===== config.mk =====
export PLATFORM = sky130hd
export DESIGN_NAME = cpa_iter
export DESIGN_NICKNAME = d
export VERILOG_FILES = /design/src/hw/rtl/cpa_pkg.sv /design/src/hw/rtl/cpa_iter.sv
export SDC_FILE = /design/constraint.sdc
export NUM_CORES = 1
export LEC_CHECK = 0
export BUFFER_PORTS_ARGS = -buffer_cell sky130_fd_sc_hd__buf_2
export CAP_MARGIN = 5
export CORE_AREA = 3 3 282 284
export DETAILED_ROUTE_END_ITERATION = 10
export DIE_AREA = 0 0 285 287
export PLACE_DENSITY = 0.49
export SLEW_MARGIN = 20
export SYNTH_ARGS = -nofsm -noshare
export SYNTH_HDL_FRONTEND = slang
export SYNTH_SLANG_ARGS = --single-unit

===== constraint.sdc =====
create_clock -name clk -period 7.95 [get_ports clk]
set_input_delay 0.795 -clock clk [delete_from_list [all_inputs] [get_ports clk]]
set_output_delay 0.795 -clock clk [all_outputs]
set_load 0.01 [all_outputs]

===== src/hw/rtl/cpa_pkg.sv =====
`timescale 1ns / 1ps
`default_nettype none

package cpa_pkg;

  // Field widths
  localparam int CW  = 24;   // coordinates, Q15.8
  localparam int VW  = 16;   // velocities, Q7.8
  localparam int AGW = 16;   // track age, Q8.8
  localparam int RDW = 16;   // radii, Q8.8
  localparam int SCW = 10;   // radius scale, Q2.8
  localparam int HZW = 16;   // horizon, Q8.8
  localparam int TQW = 24;   // time to CPA output
  localparam int QB  = 24;   // quotient and root bits

  // Internal widths
  localparam int UW   = VW + 1;
  localparam int PW   = VW + AGW + 1;
  localparam int ESW  = ((CW > PW - 8) ? CW : PW - 8) + 1;
  localparam int RW   = CW + 1;
  localparam int SW   = 2 * UW;
  localparam int LSW  = RDW + 1;
  localparam int LW   = SCW + LSW;
  localparam int L2W  = 2 * LW;
  localparam int LPW  = LW + SW;
  localparam int LSPW = L2W + SW;
  localparam int RRW  = 2 * RW;
  localparam int D2W  = 2 * CW + 2;
  localparam int DTW  = RW + UW;
  localparam int AW   = DTW - 1;
  localparam int AH   = (AW + 1) / 2;
  localparam int NMW  = AW + 8;
  localparam int NW   = ((NMW + 1 > SW) ? NMW + 1 : SW) + 1;
  localparam int DVW  = SW + 1;
  localparam int QRW  = (NW > DVW + QB - 1) ? NW : DVW + QB - 1;
  localparam int TW   = (2 * AW > D2W) ? 2 * AW : D2W;
  localparam int SPW  = QB + SW;
  localparam int STW  = ((SPW + QB > TW) ? SPW + QB : TW) + 1;
  localparam int HSW  = HZW + SW;

  // Configuration register indexes
  localparam int CFG_IW = 2;
  localparam logic [CFG_IW-1:0] CFG_HORIZON    = 2'd0;
  localparam logic [CFG_IW-1:0] CFG_SCALE      = 2'd1;
  localparam logic [CFG_IW-1:0] CFG_OWN_RADIUS = 2'd2;

  localparam logic [HZW-1:0] HORIZON_RST    = 16'd768;
  localparam logic [SCW-1:0] SCALE_RST      = 10'd282;
  localparam logic [RDW-1:0] OWN_RADIUS_RST = 16'd77;

  localparam logic signed [TQW-1:0] TQ_MAX = {1'b0, {(TQW-1){1'b1}}};
  localparam logic signed [TQW-1:0] TQ_MIN = {1'b1, {(TQW-1){1'b0}}};

  typedef struct packed {
    logic signed [CW-1:0] target_x;
    logic signed [CW-1:0] target_y;
    logic signed [VW-1:0] target_vx;
    logic signed [VW-1:0] target_vy;
    logic [RDW-1:0]       target_radius;
    logic [AGW-1:0]       track_age;
    logic signed [CW-1:0] own_x;
    logic signed [CW-1:0] own_y;
    logic signed [VW-1:0] own_vx;
    logic signed [VW-1:0] own_vy;
  } in_t;

  typedef struct packed {
    logic signed [CW-1:0]  pred_x;
    logic signed [CW-1:0]  pred_y;
    logic signed [TQW-1:0] time_to_cpa;
    logic                  cpa_infinite;
    logic [QB-1:0]         dist_at_cpa;
    logic                  overlap_now;
    logic                  threat;
  } out_t;

  typedef struct packed {
    logic inf;
    logic overlap;
    logic near;
    logic neg;
  } flags_t;

  // Divider and root recurrence state
  typedef struct packed {
    flags_t               flags;
    logic signed [CW-1:0] px;
    logic signed [CW-1:0] py;
    logic [QB-1:0]        q;
    logic [QRW-1:0]       drem;
    logic [DVW-1:0]       dvs;
    logic [TW-1:0]        srem;
    logic [SW-1:0]        sm;
    logic [SPW-1:0]       sp;
    logic [QB-1:0]        sd;
  } it_t;

  function automatic logic signed [CW-1:0] sat_coord(input logic signed [ESW-1:0] v);
    logic [ESW-CW:0] hi;
    hi = v[ESW-1:CW-1];
    if (hi == '0 || hi == '1) begin
      sat_coord = v[CW-1:0];
    end else if (v[ESW-1]) begin
      sat_coord = {1'b1, {(CW-1){1'b0}}};
    end else begin
      sat_coord = {1'b0, {(CW-1){1'b1}}};
    end
  endfunction

endpackage

`default_nettype wire


===== src/hw/rtl/cpa_iter.sv =====
`timescale 1ns / 1ps
`default_nettype none

// One bit of the rounding divider and one bit of the root search.
module cpa_iter import cpa_pkg::*; #(
  parameter int BIT = 0
) (
  input  logic clk,
  input  logic rst_n,
  input  logic in_valid,
  input  it_t  in_item,
  output logic out_valid,
  output it_t  out_item
);

  localparam logic [QB-1:0] BIT_MASK = QB'(1) << BIT;

  logic [QRW-1:0] dtry;
  logic           dge;
  logic [STW-1:0] stry;
  logic           sge;
  it_t            item_nxt, item_r;
  logic           vld_r;

  always_comb begin
    dtry = QRW'(in_item.dvs) << BIT;
    dge  = (in_item.drem >= dtry);
    // (d + 2^b)^2 * m - d^2 * m
    stry = (STW'(in_item.sp) << (BIT + 1)) + (STW'(in_item.sm) << (2 * BIT));
    sge  = (STW'(in_item.srem) >= stry);
    item_nxt = in_item;
    if (dge) begin
      item_nxt.q    = in_item.q | BIT_MASK;
      item_nxt.drem = in_item.drem - dtry;
    end
    if (sge) begin
      item_nxt.sd   = in_item.sd | BIT_MASK;
      item_nxt.srem = in_item.srem - stry[TW-1:0];
      item_nxt.sp   = in_item.sp + (SPW'(in_item.sm) << BIT);
    end
  end

  always_ff @(posedge clk) begin
    if (!rst_n) begin
      vld_r <= 1'b0;
    end else begin
      vld_r <= in_valid;
    end
  end

  always_ff @(posedge clk) begin
    item_r <= item_nxt;
  end

  assign out_valid = vld_r;
  assign out_item  = item_r;

endmodule

`default_nettype wire


==> results of run 1 <==
-- final timing paths --
| kind | startpoint | to | cells after the start |
|---|---|---|---|
| hold / removal | in_item[340] | out_item[340] | 1 |
| setup / recovery | in_item[24] | out_item[62] | 25 |
-- through the flow --
| step | utilization [%] | instances | hold WS (ps) |
|---|---|---|---|
| floorplan | - | 2317 | 823 |
| global placement | 32.0 | 4029 | 897 |
| detailed placement | 32.0 | 4029 | 899 |
| CTS | 33.9 | 4113 | 261 |
| global route | 33.9 | 4115 | 269 |
| finish | 34.0 | 4126 | 306 |
-- sequential cells by signal, summed over array words and instances, names as in the netlist --
signal     cells
out_item     367
out_valid      1
-- cells in the mapped netlist, types with 25 or more instances --
cell type	n
a21o_1	93
a21oi_1	203
a31oi_1	29
clkbuf_1	56
dfxtp_1	368
ha_1	162
inv_1	88
nand2_1	237
nand3_1	53
nand4_1	52
nor2_1	136
nor3_1	46
o21a_1	28
o21ai_0	82
o21ai_1	99
o21bai_1	25
xnor2_1	120
xor2_1	113
-- power groups by stage --
stage | Clock [mW] | Combinational (mW) | Sequential [mW]
floorplan | 0 | 1.00 | 2.37
global placement | 0 | 1.98 | 2.25
detailed placement | 0 | 1.96 | 2.25
CTS | 2.20 | 1.97 | 2.21
global route | 2.27 | 2.15 | 2.23
finish | 2.12 | 1.95 | 2.20
-- cell type report --
type / instances / share of cell area [%]
Antenna cell: 13 / 0.124
Clock buffer: 58 / 4.75
Clock inverter: 26 / 0.990
Inverter: 89 / 1.27
Multi-Input combinational cell: 1775 / 45.2
Sequential cell: 368 / 28.0
Tap cell: 1040 / 4.95
Timing Repair Buffer: 757 / 14.7
-- logic make-up after synthesis --
group | Yosys count | share of synthesized area [%]
AOI/OAI and AO/OA | 664 | 20.7
and+or+nand+nor | 695 | 17.0
xor gates and xnor gates | 234 | 10.3
adders and majority gates | 166 | 10.5
DFF | 368 | 36.8
muxes | 16 | 0.888
buffers and inverters | 174 | 3.82
-- metal layers --
| layer | GRT usage [%] | wire, um | vias up | part of all wire (%) |
|---|---|---|---|---|
| met1 | 23.1 | 34200 | 8968 | 39 |
| met3 | 7.03 | 8270 | 112 | 9.5 |
| met5 | 0 | 125 | - | 0.14 |
| met2 | 36.0 | 42400 | 657 | 49 |
| met4 | 4.53 | 1780 | 22 | 2.0 |
| li1 | - | - | 9721 | - |
==> reports/qor.yml, run 1 <==
power:
  p_int_mw: 4.13
  power_leakage_nw: 12.1
  pwr-share-comb_pct: 31.1
  pwr-share-clk_pct: 33.8
  power_mw: 6.28
  switching_power_mw: 2.14
  peakVddDrop_v: 0.000157
  p_per_area_mw_per_mm2: 239
  seqPwrFrac_pct: 35.1
  switching_share_pct: 34.1
drt:
  drt_iter0_drc: 912
  first_pass_iters: 7
  drc_errors: 0
  post_drt_wl_per_cell_um: 21.0
  routed-via-count: 19500
  wl_mm: 86.7
  viasPerCell: 4.72
  ant_nets: 0
cells_and_area:
  seqCellArea_mm2: 0.00737
  areaGrowthSynthToFinish_pct: 31.3
  mostFrequentLayoutCell: "buf_2"
  multi_input_area_mm2: 0.0119
  finalInstanceArea_mm2: 0.0263
  drive_above_1_share_pct: 28.3
  nFillCells: 8294
  num-nets-final: 3573
  final_cell_mix: "737 x buf_2, 368 x dfxtp_1, 236 x nand2_1"
clock_network:
  post_cts_resize_count: 0
  post_cts_buffers: 0
  root_buffer: "clkbuf_16"
  cts_buffers: 46
  clkSinkCount: 368
  clk_pin_slew_worst_paths_ps: 60
  cts_tree: "built"
  h-tree-depth: 2
  clk_path_buf_depth: 3
  ctsHoldBuffers: 0
place:
  placed_area_mm2: 0.0247
  gp_congestion: 0.919
  port_buffers: 737
  dp_hpwl_mm: 72.9
  post-place-ws_ps: 675
yosys:
  yosys_warnings: 0
  synth_area_leaders: "dfxtp_1 37%, ha_1 10%, xnor2_1 5.3%, a21oi_1 5.1%, xor2_1 4.9%"
  syn-instance-count: 2317
  yosys.area.top_type: "dfxtp_1"
  synth_flop_cell: "dfxtp_1"
  netlist.area_leader.share_pct: 36.8
  seq_area_frac_synth_pct: 36.8
  synth_edf_count: 0
  synth_cell_type_count: 85
  netlist_area_mm2: 0.0200
  async_flop_share_pct: 0
  ys_ff_latch: 368
  synth_area_per_cell_um2: 8.64
  syn-num-nets: 2853
sta:
  period_share_pct: 84.2
  setup_slack_ps: 1260
  drv_slew: 0
  setup_viol: 0
  period_minus_slack_ps: 6690
  worst_slew_pin_slew_ps: 982
  relSlewSlack_pct: 32.8
  rsz0062_at_grt: "no"
  finalSetupTns_ps: 0
  clock.fmax_mhz: 149
  hold_viol: 0
setup_path:
  start_kind: "input port"
  path_buf_inv: 3
  crit_fanout: 11
  cp.arrival_ps: 7150
  cp_slowest_stage_delay_ps: 600
  cp_top_family: "compound AO/OA/AOI/OAI gates"
  crit_required_ps: 8410
  crit_slowest_cell: "a2111oi_4"
  end_kind: "register"
  path_class: "in2reg"
global_routing:
  grt_max_degree: 74
  grt_pass1_vias: 19300
  grt_overflow: 0
  grt_pass1_wl_mm: 124
  track_usage_pct: 20.1
  antenna_found_initial: 38
min_path:
  hp-class: "in2reg"
floorplan:
  core_mm2: 0.0773
  io_pins: 738
  initial_core_util_pct: 25.9
  die_h_um: 287
  rows: 102
  die_x_um: 285
  die_area_mm2: 0.0818
status:
  outcome: "finished clean"
flow_run:
  maxCapViolations: 0
(Power assumes the default switching activity.)
==> run 2: changes to the inputs <==
--- a/config.mk
+++ b/config.mk
@@ -10,7 +10,7 @@
 export CORE_AREA = 3 3 282 284
 export DETAILED_ROUTE_END_ITERATION = 10
 export DIE_AREA = 0 0 285 287
-export PLACE_DENSITY = 0.49
+export PLACE_DENSITY = 0.51
 export SLEW_MARGIN = 20
 export SYNTH_ARGS = -nofsm -noshare
 export SYNTH_HDL_FRONTEND = slang
==> constraint.sdc (replaced) <==
create_clock -name clk -period 6.01 [get_ports clk]
set_input_delay 0.601 -clock clk [delete_from_list [all_inputs] [get_ports clk]]
set_output_delay 0.601 -clock clk [all_outputs]
set_load 0.01 [all_outputs]
==> reports/qor.yml, run 2 (synthesis results as in run 1) <==
sta:
  relSlewSlack_pct: 30.2  # -2.6 points
  finalSetupTns_ps: 0  # unchanged
  setup_viol: 0  # unchanged
  setup_slack_ps: 405  # -855 ps
  drv_slew: 0  # unchanged
  rsz0062_at_grt: "no"
  clock.fmax_mhz: 178
  worst_slew_pin_slew_ps: 1020  # +38.4 ps
  period_share_pct: 93.3
  period_minus_slack_ps: 5610
  holdWs_ps: 124  # -182 ps
  hold_viol: 0  # unchanged
drt:
  viasPerCell: 4.67  # -0.99%
  post_drt_wl_per_cell_um: 19.0  # -9.6%
  drc_errors: 0  # unchanged
  first_pass_iters: 5  # -2
  drt_iter0_drc: 992  # +8.8%
  wl_mm: 82.6  # -4.7%
  ant_nets: 0  # unchanged
  routed-via-count: 20300  # +4.4%
setup_path:
  cp.arrival_ps: 6060  # -1090 ps
  cp_top_family: "compound AO/OA/AOI/OAI gates"
  crit_required_ps: 6470  # -1940 ps
  crit_fanout: 9  # -2
  path_class: "in2reg"
  cp_slowest_stage_delay_ps: 400  # -200 ps
  start_kind: "input port"
  crit_top_cell: "buf_4"
  path_buf_inv: 8  # +5
  end_kind: "register"
  crit_slowest_cell: "fa_1"
cells_and_area:
  mostFrequentLayoutCell: "buf_2"
  layoutNonFillerInstCount: 4349  # +5.4%
  num-nets-final: 3811  # +6.7%
  largest_reg_flops: 367  # unchanged
  final_cell_mix: "737 x buf_2, 368 x dfxtp_1, 257 x buf_4"
  drive_above_1_share_pct: 33.8  # +5.4 points
  areaGrowthSynthToFinish_pct: 40.5
clock_network:
  h-tree-depth: 2  # unchanged
  clk_pin_slew_worst_paths_ps: 70  # about the same
  cts_buffers: 43  # -6.5%
  clk_path_buf_depth: 3  # unchanged
  ctsHoldBuffers: 0  # unchanged
  cts_tree: "built"
  clkSinkCount: 368  # unchanged
  root_buffer: "clkbuf_16"
global_routing:
  grt_overflow: 0  # unchanged
  track_usage_pct: 19.3  # -0.89 points
  antenna_found_initial: 19  # -50%
  grt_max_degree: 44  # -41%
  grt_pass1_wl_mm: 122  # -2.3%
  grt_pass1_vias: 20300  # +5.3%
power:
  peakVddDrop_v: 0.000226  # +44%
  power_leakage_nw: 13.3  # +9.5%
  p_per_area_mw_per_mm2: 301  # +26%
place:
  dp.cells: 4269  # +6.0%
  post-place-ws_ps: -741  # -1420 ps
  port_buffers: 737  # unchanged
  dp_hpwl_mm: 70.4  # -3.5%
  gp_congestion: 0.931  # +1.3%
floorplan:
  core_mm2: 0.0773  # unchanged
  die_h_um: 287  # unchanged
  initial_core_util_pct: 25.9  # unchanged
  die_area_mm2: 0.0818  # unchanged
  io_pins: 738  # unchanged
  die_x_um: 285  # unchanged
  rows: 102  # unchanged
min_path:
  hp-start: "in_item[10]"
  worst_hold_path.endpoint: "out_item[10]"
  holdPathStages: 1  # unchanged
  hp-class: "in2reg"
status:
  outcome: "finished clean"
flow_run:
  maxCapViolations: 0  # unchanged
run 2: changes by cell type in the layout (fill, tap and decap cells not counted), moves of 4 or more:
cell | before | now
buf_4 | 19 | 257
diode_2 | 13 | 4
clkbuf_8 | 3 | 9
clkinv_2 | 13 | 6
clkbuf_1 | 8 | 4
run 2: area by class of cell:
cell class,count,area (um2)
antenna,4,10.0
multi-input combinational,1775,12000
timing repair buffer,998,5700
sequential,368,7370
fill,8169,49200
clock inverter,18,203
tap,1040,1300
clock buffer,57,1240
inverter,89,334
run 2: how the worst max path moves through the flow:
| stage | cells after the start | from | slack (ps) | end |
|---|---|---|---|---|
| global route | 29 | in_item[24] | 6 | out_item[67] |
| floorplan | 24 | in_item[24] | 370 | out_item[117] |
| CTS | 29 | in_item[24] | 110 | out_item[63] |
| finish | 29 | in_item[24] | 400 | out_item[61] |
| global placement | 27 | in_item[24] | -720 | out_item[193] |
| detailed placement | 27 | in_item[24] | -740 | out_item[197] |
run 2: timing repair:
action,CTS,global route
setup endpoints to repair,8,138
gates resized for setup,2,10
gates cloned,0,0
setup buffers,0,1
pin swaps,0,1
endpoints found under the hold margin,0,0
run 2: layer usage:
layer	up-vias	routed length [um]	global-route usage, %	part of all wire [%]
li1	10200	-	-	-
met1	9317	33300	22.1	40
met2	685	40500	34.7	49
met3	127	6810	6.06	8.2
met4	22	1890	4.67	2.3
met5	-	140	0	0.17
run 2: where the power goes:
group	leakage (nW)	switching (mW)	internal (mW)
Clock	0.707	1.10	1.58
Combinational	9.45	1.64	1.23
Sequential	3.10	0.127	2.80
Total	13.3	2.87	5.61
run 2: through the flow:
| stage | area, um2 | total power, mW | utilization (%) |
|---|---|---|---|
| floorplan | 20000 | 4.45 | - |
| global placement | 26600 | 5.85 | 34.4 |
| detailed placement | 26600 | 5.84 | 34.4 |
| CTS | 28000 | 8.58 | 36.2 |
| global route | 28100 | 8.96 | 36.3 |
| finish | 28100 | 8.48 | 36.4 |
